===== config.mk =====
export PLATFORM = sky130hd
export DESIGN_NAME = number_to_lcd_segment_writes_unit
export DESIGN_NICKNAME = d
export VERILOG_FILES = /design/src/rtl/core/nlsw_pkg.sv /design/src/rtl/core/number_to_lcd_segment_writes_unit.sv
export VERILOG_INCLUDE_DIRS = /design/src /design/src/rtl/core
export SDC_FILE = /design/constraint.sdc
export NUM_CORES = 1
export LEC_CHECK = 0
export ABC_CLOCK_PERIOD_IN_PS = 3900
export BUFFER_PORTS_ARGS = -buffer_cell sky130_fd_sc_hd__buf_4
export CORE_ASPECT_RATIO = 1.4
export CORE_MARGIN = 2
export CORE_UTILIZATION = 55
export CTS_CLUSTER_SIZE = 30
export DETAILED_ROUTE_END_ITERATION = 8
export PLACE_DENSITY = 0.74
export SLEW_MARGIN = 30
export SYNTH_ARGS = -nofsm -noshare
export SYNTH_HDL_FRONTEND = slang
export SYNTH_SLANG_ARGS = --single-unit

===== constraint.sdc =====
create_clock -name clk -period 3.9 [get_ports clk]
set_input_delay 0.195 -clock clk [delete_from_list [all_inputs] [get_ports clk]]
set_output_delay 0.195 -clock clk [all_outputs]
set_load 0.01 [all_outputs]

===== src/rtl/core/number_to_lcd_segment_writes_unit_macros.svh =====
`ifndef NUMBER_TO_LCD_SEGMENT_WRITES_UNIT_MACROS_SVH
`define NUMBER_TO_LCD_SEGMENT_WRITES_UNIT_MACROS_SVH

// Antecedent in one cycle implies consequent in the same cycle.
`define NLSW_ASSERT_NOW(label, clk, rst, ante, cons) \
  label: assert property (@(posedge clk) disable iff (rst) (ante) |-> (cons)) \
    else $error("nlsw assertion failed");

// Antecedent in one cycle implies consequent in the next cycle.
`define NLSW_ASSERT_NEXT(label, clk, rst, ante, cons) \
  label: assert property (@(posedge clk) disable iff (rst) (ante) |=> (cons)) \
    else $error("nlsw assertion failed");

`endif


===== src/rtl/core/nlsw_pkg.sv =====
package nlsw_pkg;

  localparam int DIGIT_COUNT = 6;
  localparam int MEM_BYTES = 21;
  localparam int POSITIONS = 6;
  localparam int DIGIT_LIMIT = (DIGIT_COUNT < POSITIONS) ? DIGIT_COUNT : POSITIONS;
  localparam int VALUE_BITS = 32;
  localparam int ERR_WRITES = 9;

  localparam logic [1:0] CMD_POINT = 2'd0;
  localparam logic [1:0] CMD_INT = 2'd1;
  localparam logic [1:0] CMD_ERROR = 2'd2;
  localparam logic [1:0] CMD_UNUSED = 2'd3;

  localparam logic [4:0] SIGN_OFFSET = 5'd10;
  localparam logic [4:0] POINT_OFFSET = 5'd15;
  localparam logic [7:0] SIGN_BYTE = 8'h04;
  localparam logic [7:0] POINT_BYTE = 8'h01;
  localparam logic [7:0] BLANK_BYTE = 8'h00;

  typedef struct packed {
    logic [1:0] command;
    logic signed [31:0] value;
  } in_t;

  typedef struct packed {
    logic [4:0] mem_offset;
    logic [7:0] mem_data;
    logic last;
  } out_t;

  function automatic logic [7:0] seg_code(input logic [3:0] d);
    logic [7:0] r;
    case (d)
      4'd0: r = 8'hFC;
      4'd1: r = 8'h60;
      4'd2: r = 8'hDB;
      4'd3: r = 8'hF3;
      4'd4: r = 8'h67;
      4'd5: r = 8'hB7;
      4'd6: r = 8'hBF;
      4'd7: r = 8'hE4;
      4'd8: r = 8'hFF;
      4'd9: r = 8'hF7;
      default: r = 8'h00;
    endcase
    return r;
  endfunction

  function automatic logic [4:0] digit_offset(input logic [2:0] k);
    logic [4:0] r;
    case (k)
      3'd0: r = 5'd7;
      3'd1: r = 5'd14;
      3'd2: r = 5'd18;
      3'd3: r = 5'd3;
      3'd4: r = 5'd5;
      3'd5: r = 5'd9;
      default: r = 5'd0;
    endcase
    return r;
  endfunction

  function automatic logic [4:0] err_offset(input logic [3:0] i);
    logic [4:0] r;
    case (i)
      4'd0: r = 5'd2;
      4'd1: r = 5'd9;
      4'd2: r = 5'd5;
      4'd3: r = 5'd6;
      4'd4: r = 5'd3;
      4'd5: r = 5'd4;
      4'd6: r = 5'd18;
      4'd7: r = 5'd14;
      4'd8: r = 5'd15;
      default: r = 5'd0;
    endcase
    return r;
  endfunction

  function automatic logic [7:0] err_data(input logic [3:0] i);
    logic [7:0] r;
    case (i)
      4'd0: r = 8'h01;
      4'd1: r = 8'h9F;
      4'd2: r = 8'h8E;
      4'd3: r = 8'h22;
      4'd4: r = 8'h8E;
      4'd5: r = 8'h22;
      4'd6: r = 8'hFC;
      4'd7: r = 8'h8E;
      4'd8: r = 8'h22;
      default: r = 8'h00;
    endcase
    return r;
  endfunction

endpackage


===== src/rtl/core/number_to_lcd_segment_writes_unit.sv =====
// Turns one display request into a run of segment-memory byte writes.
// The input channel carries a command and a signed value; the output channel
// carries one write (offset, data, last) per transaction, and last marks the
// final write of the request. Both channels use valid and stall.
// A request is taken only when the unit is idle, one request at a time.
// Command 0 clears 21 bytes, then writes sign, point and digits; command 1
// writes sign and digits; command 2 clears and writes 9 error bytes; command 3
// is taken and produces nothing.
// Digits come from a bit-serial divide by ten over all 32 value bits, and
// each digit is then written as one segment byte.
// The output write sits in a register; while the receiver stalls, it holds
// and the sequencer waits before its next write. Reset is synchronous and
// returns the unit to idle with no pending write.
module number_to_lcd_segment_writes_unit (
  input  logic           clk,
  input  logic           rst,
  input  logic           in_valid,
  output logic           in_stall,
  input  nlsw_pkg::in_t  in_item,
  output logic           out_valid,
  input  logic           out_stall,
  output nlsw_pkg::out_t out_item
);
  import nlsw_pkg::*;

  localparam logic [2:0] S_IDLE = 3'd0;
  localparam logic [2:0] S_CLEAR = 3'd1;
  localparam logic [2:0] S_SIGN = 3'd2;
  localparam logic [2:0] S_POINT = 3'd3;
  localparam logic [2:0] S_DIV = 3'd4;
  localparam logic [2:0] S_DIGIT = 3'd5;
  localparam logic [2:0] S_ERR = 3'd6;

  logic [2:0] state;
  logic [4:0] idx;
  logic [2:0] k;
  logic [31:0] mag;
  logic [3:0] rem;
  logic neg;
  logic point;
  logic err;

  logic slot_free;
  logic send;
  logic mag_zero;
  logic [4:0] trial;
  logic fits;
  logic dig_last;

  assign in_stall = (state != S_IDLE);
  assign slot_free = !out_valid || !out_stall;
  assign send = slot_free && (state == S_CLEAR || state == S_SIGN || state == S_POINT ||
                              state == S_DIGIT || state == S_ERR);
  assign mag_zero = (mag == 32'd0);
  assign trial = {rem, mag[31]};
  assign fits = (trial >= 5'd10);
  assign dig_last = mag_zero || (k == 3'(DIGIT_LIMIT - 1));

  always_ff @(posedge clk) begin
    if (rst) begin
      state <= S_IDLE;
      out_valid <= 1'b0;
    end else begin
      if (send) begin
        out_valid <= 1'b1;
      end else if (!out_stall) begin
        out_valid <= 1'b0;
      end
      unique case (state)
        S_IDLE: begin
          if (in_valid) begin
            neg <= in_item.value[31];
            mag <= in_item.value[31] ? (32'd0 - in_item.value) : in_item.value;
            point <= (in_item.command == CMD_POINT);
            err <= (in_item.command == CMD_ERROR);
            idx <= 5'd0;
            k <= 3'd0;
            rem <= 4'd0;
            case (in_item.command) inside
              CMD_POINT, CMD_ERROR: state <= S_CLEAR;
              CMD_INT: state <= S_SIGN;
              default: state <= S_IDLE;
            endcase
          end
        end
        S_CLEAR: begin
          if (slot_free) begin
            out_item <= '{mem_offset: idx, mem_data: BLANK_BYTE, last: 1'b0};
            if (idx == 5'(MEM_BYTES - 1)) begin
              idx <= 5'd0;
              state <= err ? S_ERR : S_SIGN;
            end else begin
              idx <= idx + 5'd1;
            end
          end
        end
        S_SIGN: begin
          if (slot_free) begin
            out_item <= '{mem_offset: SIGN_OFFSET, mem_data: neg ? SIGN_BYTE : BLANK_BYTE,
                          last: !point && mag_zero};
            idx <= 5'd0;
            rem <= 4'd0;
            if (point) begin
              state <= S_POINT;
            end else begin
              state <= mag_zero ? S_IDLE : S_DIV;
            end
          end
        end
        S_POINT: begin
          if (slot_free) begin
            out_item <= '{mem_offset: POINT_OFFSET, mem_data: POINT_BYTE, last: mag_zero};
            state <= mag_zero ? S_IDLE : S_DIV;
          end
        end
        S_DIV: begin
          rem <= fits ? 4'(trial - 5'd10) : trial[3:0];
          mag <= {mag[30:0], fits};
          idx <= idx + 5'd1;
          if (idx == 5'(VALUE_BITS - 1)) begin
            state <= S_DIGIT;
          end
        end
        S_DIGIT: begin
          if (slot_free) begin
            out_item <= '{mem_offset: digit_offset(k), mem_data: seg_code(rem), last: dig_last};
            rem <= 4'd0;
            idx <= 5'd0;
            k <= k + 3'd1;
            state <= dig_last ? S_IDLE : S_DIV;
          end
        end
        S_ERR: begin
          if (slot_free) begin
            out_item <= '{mem_offset: err_offset(idx[3:0]), mem_data: err_data(idx[3:0]),
                          last: (idx == 5'(ERR_WRITES - 1))};
            idx <= idx + 5'd1;
            if (idx == 5'(ERR_WRITES - 1)) begin
              state <= S_IDLE;
            end
          end
        end
        default: begin
          state <= S_IDLE;
        end
      endcase
    end
  end

`include "number_to_lcd_segment_writes_unit_macros.svh"

  `NLSW_ASSERT_NOW(a_digit_rem_decimal, clk, rst, state == S_DIGIT, rem < 4'd10)
  `NLSW_ASSERT_NOW(a_offset_in_memory, clk, rst, out_valid,
                   out_item.mem_offset < 5'(MEM_BYTES))
  `NLSW_ASSERT_NEXT(a_request_busy, clk, rst,
                    in_valid && !in_stall && (in_item.command != CMD_UNUSED), in_stall)
  `NLSW_ASSERT_NEXT(a_stall_holds_write, clk, rst,
                    out_valid && out_stall, out_valid && $stable(out_item))

endmodule

==> results of run 1 <==
==> area by class of cell <==
class                           instances  area (sq um)  area share (%)
Multi-Input combinational cell        424          2745           45.63
Sequential cell                        83          2272           37.77
Timing Repair Buffer                   65         488.0           8.111
Clock buffer                            9         225.2           3.744
Tap cell                              110         137.6           2.288
Inverter                               22         82.58           1.373
Clock inverter                          7         65.06           1.082
==> worst max-delay path, stage by stage, from the launching register on <==
cell and delay (ns):
dfxtp_1 0.77, nor2_2 0.10, a22oi_2 0.30, nand2_2 0.22, clkinv_1 0.17, nor2_1 0.05
a21oi_1 0.38, inv_1 0.16, ha_1 0.26, nor2_1 0.16, o2bb2ai_1 0.13, a21oi_1 0.08
nor2_1 0.13, o41ai_2 0.07
==> worst max-delay path by stage <==
stage	endpoint	depth (start not counted)
CTS	flip-flop	14
global route	flip-flop	14
floorplan	mag[0]$_DFFE_PP_	3
global placement	flip-flop	13
finish	flip-flop	13
detailed placement	flip-flop	13
==> cell families after synthesis <==
family          synth area share (%)
xor+xnor                       5.383
compound gates                 20.02
fa+ha+maj                      5.528
mux                            2.620
flops                          43.64
simple gates                   18.87
buf+inv                        3.941
==> layout by cell type, fill, tap and decap left out, types with 19 or more instances in the layout <==
cell type | netlist | layout
a21oi_1 | 41 | 41
buf_4 | 1 | 65
dfxtp_1 | 22 | 22
edfxtp_1 | 61 | 61
ha_1 | 23 | 23
inv_1 | 19 | 19
nand2_1 | 53 | 53
nor2_1 | 43 | 43
o21ai_0 | 45 | 45
xor2_1 | 23 | 23
==> stage by stage <==
step                std cells  area (sq um)  setup WS, ns  hold WS [ns]
floorplan                 557          5206        0.4455        0.2939
finish                    720          6016        0.7788        0.1272
detailed placement        704          5725        0.8311        0.4838
global route              720          6016        0.4896        0.1277
global placement          704          5725        0.9472        0.4773
CTS                       720          6016        0.8073        0.1201
==> report_power, final <==
| group | internal, mW | total (mW) | switching [mW] |
|---|---|---|---|
| clock | 0.448 | 0.823 | 0.375 |
| sequential | 1.32 | 1.51 | 0.195 |
| combinational | 0.729 | 1.84 | 1.11 |
| total | 2.49 | 4.17 | 1.68 |
==> layer usage <==
layer | vias to the layer above | routed length [um] | track usage [%]
met5 | - | 0 | 0
met4 | 0 | 510 | 14.84
met3 | 34 | 440 | 4.158
met2 | 129 | 6283 | 43.41
met1 | 2001 | 4724 | 27.01
li1 | 2154 | - | -
==> impl_metrics.tcl, run 1 <==
set metrics [dict create \
    synth.avg_cell_area_sq_um 9.347 \
    io-pin-count 54 \
    ys_top_cells_by_area "edfxtp_1, dfxtp_1, ha_1" \
    clock-skew-final_ns 0.005679 \
    drc 0 \
    status "finished clean" \
    synth_ff_type "edfxtp_1" \
    vias_per_cell 5.997 \
    yosysTopAreaCellShare_pct 35.18 \
    yosysWarningCount 0 \
    cts_made_buffers 9 \
    ant_nets 0 \
    reg2reg_depth 13 \
    finalSetupViolCount 0 \
    min_period_ns 3.121 \
    dpl.hpwl_um 9070 \
    cts_tree "done" \
    htreeDepth 3 \
    leakage_nw 2.248 \
    end_kind "flip-flop" \
    hold_viol_final 0 \
    cts_max_path_buffers 2 \
    synth_cell_type_count 69 \
    finalNetCount 666 \
    cts_root_buf "clkbuf_16" \
    synth.largest_area_cell "edfxtp_1" \
    num_rows 42 \
    hold_end "point$_DFFE_PP_" \
    worstMarginPinSlew_ns 0.8186 \
    drive_gt1_share_pct 16.56 \
    timing.final.max_slew_violations 0 \
    synthesis.area_sq_um 5206 \
    grt_pass1_vias 4290 \
    rsz0062_at_grt "no" \
    worstPathRequired_ns 4.11 \
    dieHeight_um 119.1 \
    fillers 785 \
    portBuffers 53 \
    drtPass1Iterations 4 \
    seq_area_frac_synth_pct 43.64 \
    timing.max_slew.rel_slack_pct 44.71 \
    syn_inst 557 \
    yosys-top-cells-count "edfxtp_1, nand2_1, o21ai_0" \
    die_w_um 86.23 \
    hold_class "in2reg" \
    cts_setup_buffers 0 \
    hp-start "in_item[33]" \
    cap_violations 0 \
    whs_path_depth 2 \
    fmax_ghz 0.3204 \
    utilization_pct 64.31 \
    wirelength_um 11960 \
    via_count 4318 \
    post_cts_resized 0 \
    totalPowerFinal_mw 4.174 \
    post-route-period-util_pct 80.03 \
    r2r_setup_slack_ns 0.78 \
    area_delta_synth_final_pct 15.55 \
    grt_max_degree 43 \
    overflow 0 \
    antenna_cells 0 \
    synthArstFlopShare_pct 0 \
    drt_iter0_markers 307 \
    place.gp.congestion 0.9548 \
    synth_edf_count 61 \
    p_per_area_nw_per_um2 693.8 \
    syn_nets 618 \
    coreArea_sq_um 9354 \
    die_area_sq_um 10270 \
    antenna_found_initial 0 \
    clock_sinks 83 \
    yosys.cell_count.top_type "edfxtp_1" \
    startpoint_type "flip-flop" \
    routedWlPerCell_um 16.61 \
    crit_type "reg2reg" \
    crit_start "state[1]$_SDFFE_PP0P_" \
    clk_latency_ns 0.34 \
    floorplan.initialDensity_pct 55.66 \
    grt_usage_pct 24.61 \
    reg2reg_from "state[1]$_SDFFE_PP0P_" \
    arrival_ns 3.33 \
    synth_seq_cells 83 \
    irDropWorstVdd_v 0.0003561 \
    hold_buffers 0 \
    grt_pass1_wl_um 20030 \
    setup_tns_ns 0 \
    cp_max_fo 18 \
    path_clk_slew_ns 0.06 \
]
No activity file was read; power rests on OpenSTA's default activity.
==> run 2: changes to the inputs <==
- ABC_CLOCK_PERIOD_IN_PS: 3900 -> 2600
- CORE_UTILIZATION: 55 -> 54
- PLACE_DENSITY: 0.74 -> 0.76
- clock period: 3.9 -> 2.6 ns (I/O delays scaled with it)
==> run 2 against run 1 <==
Effect of this change:
- utilization grew 1.8 points
- combinational power grew 68%
- worst setup slack got worse by 0.65 ns
- sequential share of layout area shrank 1.3 points
- global-route usage is 0.66 points lower
- largest cell class unchanged
==> impl_metrics.tcl, run 2 (synthesis results as in run 1) <==
set metrics [dict create \
    cap_violations 0 \
    reg2reg_from "idx[0]$_DFFE_PN_" \
    end_kind "flip-flop" \
    hold_class "in2reg" \
    overflow 0 \
    placed_area_sq_um 5904 \
    antenna_found_initial 0 \
    grt_max_degree 41 \
    fmax_ghz 0.4047 \
    arrival_ns 2.72 \
    cts_setup_buffers 0 \
    r2r_setup_slack_ns 0.13 \
    grt_pass1_wl_um 19700 \
    cts_made_buffers 9 \
    clock_sinks 83 \
    leakage_nw 2.366 \
    finalSetupViolCount 0 \
    worstPathRequired_ns 2.85 \
    irDropWorstVdd_v 0.0004189 \
    grt_pass1_vias 4308 \
    fillers 773 \
    whs_path_depth 2 \
    cts_max_path_buffers 2 \
    final_cell_mix "buf_4, edfxtp_1, nand2_1" \
    die_w_um 86.99 \
    layout.cells.non_filler 743 \
    via_count 4398 \
    timing.max_slew.rel_slack_pct 49.86 \
    timing.final.max_slew_violations 0 \
    cts_root_buf "clkbuf_16" \
    seqCellArea_sq_um 2272 \
    totalPowerFinal_mw 6.506 \
    num_rows 42 \
    dieHeight_um 120.2 \
    worstMarginPinSlew_ns 0.7505 \
    finalNetCount 689 \
    grt_usage_pct 23.95 \
    drt_iter0_markers 297 \
    final_common_cell "buf_4" \
    globalRouteMet2Util_pct 42.37 \
    place.gp.congestion 0.9044 \
    status "finished clean" \
    coreArea_sq_um 9407 \
    min_period_ns 2.471 \
    dpl.hpwl_um 9166 \
    vias_per_cell 5.919 \
    path_clk_slew_ns 0.07 \
    crit_type "reg2reg" \
    ant_nets 0 \
    portBuffers 53 \
    routedWlPerCell_um 16.03 \
    io-pin-count 54 \
    drive_gt1_share_pct 20.85 \
    area_delta_synth_final_pct 19.54 \
    crit_start "idx[0]$_DFFE_PN_" \
    hold_viol_final 0 \
    busiest_layer "met2" \
    clk_latency_ns 0.35 \
    drtPass1Iterations 5 \
    use_met1_pct 27.09 \
    wirelength_um 11910 \
    clock-skew-final_ns 0.007769 \
    cp_max_fo 7 \
    hp-start "in_item[33]" \
    hold_end "point$_DFFE_PP_" \
    cts_tree "done" \
    floorplan.initialDensity_pct 55.35 \
    grt_util_met3_pct 4.573 \
    worst_hold_slack_ns 0.05669 \
    p_per_area_nw_per_um2 1045 \
    dp_cells 727 \
    design_area_sq_um 6223 \
    reg2reg_depth 12 \
    multi_input_area_sq_um 2790 \
    post-route-period-util_pct 95.05 \
    startpoint_type "flip-flop" \
    drc 0 \
    rsz0062_at_grt "yes" \
    htreeDepth 3 \
    hold_buffers 0 \
    die_area_sq_um 10450 \
    antenna_cells 0 \
]
==> run 2: changes by cell type in the layout (fill, tap and decap cells not counted), sizes merged <==
| cell | previous run | this run |
|---|---|---|
| buf | 65 | 88 |
| clkinvlp | 1 | 0 |
| inv | 25 | 26 |
==> run 2: repair_timing <==
action	CTS	global route
setup endpoints to repair	0	6
hold endpoints to repair	0	0
gates resized for setup	0	10
==> run 2: worst max-delay path: stages (launching register included) <==
cell and delay, ns:
edfxtp_1 0.35, inv_1 0.06, ha_1 0.20, and4b_1 0.21, o31a_1 0.31, nor3_2 0.23
a21oi_2 0.08, ha_2 0.39, nor2_1 0.06, o2bb2ai_1 0.11, a21oi_1 0.15, nor2_1 0.06
o41ai_2 0.17
==> run 2: area by class of cell <==
type | instances | area share, %
clock buffers | 9 | 3.619
clock inverters | 7 | 0.8846
inverters | 22 | 1.327
multi-input cells | 424 | 44.83
flip-flops and latches | 83 | 36.51
well taps | 110 | 2.211
repair buffers | 88 | 10.62
==> run 2: how the worst max path moves through the flow <==
stage,cells past startpoint,slack (ns),endpoint
after floorplan,12,0.01,flip-flop
after global placement,12,0.16,flip-flop
after detailed placement,12,0.1,flip-flop
after CTS,12,0.08,flip-flop
after global routing,12,-0.02,flip-flop
final,12,0.13,flip-flop
==> run 2: layer usage <==
metal | wire length [um] | vias up
li1 | - | 2207
met1 | 4783 | 2045
met2 | 6274 | 121
met3 | 492 | 25
met4 | 363 | 0
met5 | 0 | -
==> run 2: through the flow <==
stage                TNS, ns  setup slack, ns  util, %
finish                     0           0.1288    66.16
global placement           0           0.1604    62.77
floorplan                  0          0.01269        -
CTS                        0          0.08063    65.75
global route        -0.01947         -0.01947    66.16
detailed placement         0          0.09952    62.77
==> run 2: power by group <==
part           total (mW)  leakage, nW  internal (mW)  switching [mW]
registers            2.20        0.758           1.97           0.224
logic                3.09         1.47           1.29            1.80
clock network        1.22        0.142          0.663           0.558
==> run 3: changes to the inputs <==
- ABC_AREA: not set -> 1
- CORE_MARGIN: 2 -> not set
- SETUP_SLACK_MARGIN: not set -> 0.5
==> run 3 against run 2 <==
Effect of this change:
- first-iteration DRC count is 0.67% lower
- cell count grew 20%
- sequential cell count did not move
- largest power group unchanged
- highest routed layer unchanged
==> impl_metrics.tcl, run 3 <==
set metrics [dict create \
    totalPowerFinal_mw 6.387 \
    utilization_pct 67.02 \
    leakage_nw 2.917 \
    htreeDepth 3 \
    synth_top_family_by_area "simple AND/OR/NAND/NOR gates" \
    place.gp.congestion 0.8909 \
    cts_tree "done" \
    setup_tns_ns 0 \
    post-route-period-util_pct 76.47 \
    clk_latency_ns 0.35 \
    syn_inst 684 \
    finalNetCount 815 \
    timing.max_slew.rel_slack_pct 60.89 \
    final_cell_mix "nand2_1, buf_4, nor2_1" \
    dpl.hpwl_um 8663 \
    whs_path_depth 2 \
    synthesis.area_sq_um 5303 \
    routedWlPerCell_um 13.46 \
    slowest_stage "dfxtp_4" \
    drt_iter0_markers 295 \
    synth_mux_area_share_pct 0 \
    yosys.cell_count.top_type "nand2_1" \
    status "finished clean" \
    grt_pass1_vias 4354 \
    clock_sinks 83 \
    cp_slowest_stage_delay_ns 0.38 \
    final_common_cell "nand2_1" \
    dp_cells 856 \
    met2RoutedLength_um 6338 \
    timing.final.max_slew_violations 0 \
    crit_type "reg2reg" \
    die_area_sq_um 10230 \
    reg2reg_from "state[0]$_SDFFE_PP0P_" \
    synth_edf_count 61 \
    portBuffers 53 \
    via_count 4722 \
    hold_viol_final 0 \
    num_rows 42 \
    grt_pass1_wl_um 19000 \
    synth.avg_cell_area_sq_um 7.752 \
    placed_area_sq_um 5811 \
    synth-xor-area-share_pct 2.478 \
    topRoutingLayerUsed "met4" \
    design_area_sq_um 6375 \
    rsz0062_at_grt "no" \
    drtPass1Iterations 5 \
    synth.largest_area_cell "edfxtp_1" \
    synth_seq_cells 83 \
    antenna_found_initial 0 \
    layout_setup_ws_ns 0.6117 \
    cap_violations 0 \
    yosysTopAreaCellShare_pct 34.54 \
    grt_usage_pct 23.72 \
    cts_made_buffers 9 \
    synthArstFlopShare_pct 0 \
    drive_gt1_share_pct 20.82 \
    worstPathRequired_ns 2.84 \
    irDropWorstVdd_v 0.0003921 \
    place_ws_ns 0.1749 \
    cts_root_buf "clkbuf_16" \
    wl_met3_um 524 \
    die_w_um 85.75 \
    hp-start "rst" \
    io-pin-count 54 \
    floorplan.initialDensity_pct 55.75 \
    synth_ff_type "edfxtp_1" \
    worstPathCellList "inv_6, nand2_2, nor2_4, nand2_8, nand2_4, nor2_8, buf_4, o21ai_4, inv_1, ha_1, nand3b_1, nand3_1, nand2_1" \
    antenna_cells 0 \
    yosysWarningCount 0 \
    finalSetupViolCount 0 \
    end_kind "flip-flop" \
    wl_met1_um 4636 \
    synth_compound_area_share_pct 7.881 \
    ant_nets 0 \
    dieHeight_um 119.3 \
    overflow 0 \
    grt_max_degree 40 \
    path_clk_slew_ns 0.06 \
    synth_cell_type_count 45 \
    arrival_ns 2.23 \
    yosys.area_share.simple_pct 33.95 \
    worstMarginPinSlew_ns 0.5805 \
    hold_end "state[0]$_SDFFE_PP0P_" \
    area_delta_synth_final_pct 20.22 \
    worst_hold_slack_ns 0.01479 \
    ys_top_cells_by_area "edfxtp_1, nand2_1, dfxtp_1" \
    coreArea_sq_um 9512 \
    synth_fa_ha_area_share_pct 5.427 \
    yosys-top-cells-count "nand2_1, nor2_1, inv_1" \
    startpoint_type "flip-flop" \
    clock-skew-final_ns 0.006328 \
    drc 0 \
    fmax_ghz 0.5029 \
    layout.cells.non_filler 891 \
    seq_area_frac_synth_pct 42.85 \
    min_period_ns 1.988 \
    syn_nets 745 \
    cts_max_path_buffers 2 \
    vias_per_cell 5.300 \
    r2r_setup_slack_ns 0.61 \
    reg2reg_depth 13 \
    p_per_area_nw_per_um2 1002 \
    cp_max_fo 9 \
    hold_class "in2reg" \
    wirelength_um 11990 \
]
[run 3: changes by cell type after synthesis, sizes merged, moves of 14 or more]
cell | previous run | this run
a21oi | 42 | 16
inv | 20 | 81
nand2 | 54 | 221
nand3 | 16 | 71
nor2 | 44 | 81
nor4 | 15 | 1
o21ai | 51 | 35
[run 3: logic make-up (layout without fill, tap and decap cells)]
group           count (synthesis)  after routing
fa+ha+maj                      23             23
buf+inv                        97            172
flops                          83             83
simple gates                  398            398
xor+xnor                       15             15
compound gates                 68             68
[run 3: critical path: cells and delay by family, from the launching register on]
family                     cells  cell delay (ns)
buffers and inverters          3             0.35
AOI/OAI and AO/OA              1             0.19
adders and majority gates      1             0.17
DFF                            1             0.38
and+or+nand+nor                8             0.78
[run 3: layout make-up]
class / count / area, sq um
timing repair buffer: 75 / 563.0
clock inverter: 5 / 36.28
tap: 132 / 165.2
inverter: 81 / 315.3
multi-input combinational: 504 / 2736
fill: 764 / 3137
sequential: 83 / 2283
clock buffer: 11 / 275.3
[run 3: how the worst max path moves through the flow]
stage                                      from                to  slack [ns]  cells after the start
after detailed placement  state[2]$_SDFFE_PP0P_         flip-flop        0.17                     12
after CTS                 state[1]$_SDFFE_PP0P_         flip-flop        0.47                     14
after floorplan           state[1]$_SDFFE_PP0P_  mag[0]$_DFFE_PP_        0.52                      6
final                     state[0]$_SDFFE_PP0P_         flip-flop        0.61                     13
after global routing      state[2]$_SDFFE_PP0P_         flip-flop        0.48                     14
after global placement    state[2]$_SDFFE_PP0P_         flip-flop        0.24                     12
[run 3: routing by layer]
metal / up-vias / GRT usage [%]
met5: - / 0
met4: 0 / 12.81
met3: 37 / 4.643
met2: 157 / 42.15
met1: 2156 / 26.25
li1: 2372 / -
[run 3: where the power goes]
group	leakage, nW	internal, mW	switching (mW)
Clock	0.155	0.771	0.543
Sequential	0.759	2.03	0.252
Combinational	2.00	1.05	1.74
Total	2.92	3.85	2.54
[run 3: timing repair]
item / 4_1_cts / 5_1_grt
setup buffers: 7 / 12
endpoints found under the hold margin: 0 / 0
endpoints found under the setup margin: 17 / 15
resized for setup: 11 / 22
pin swaps: 2 / 12
hold buffers: 0 / 0
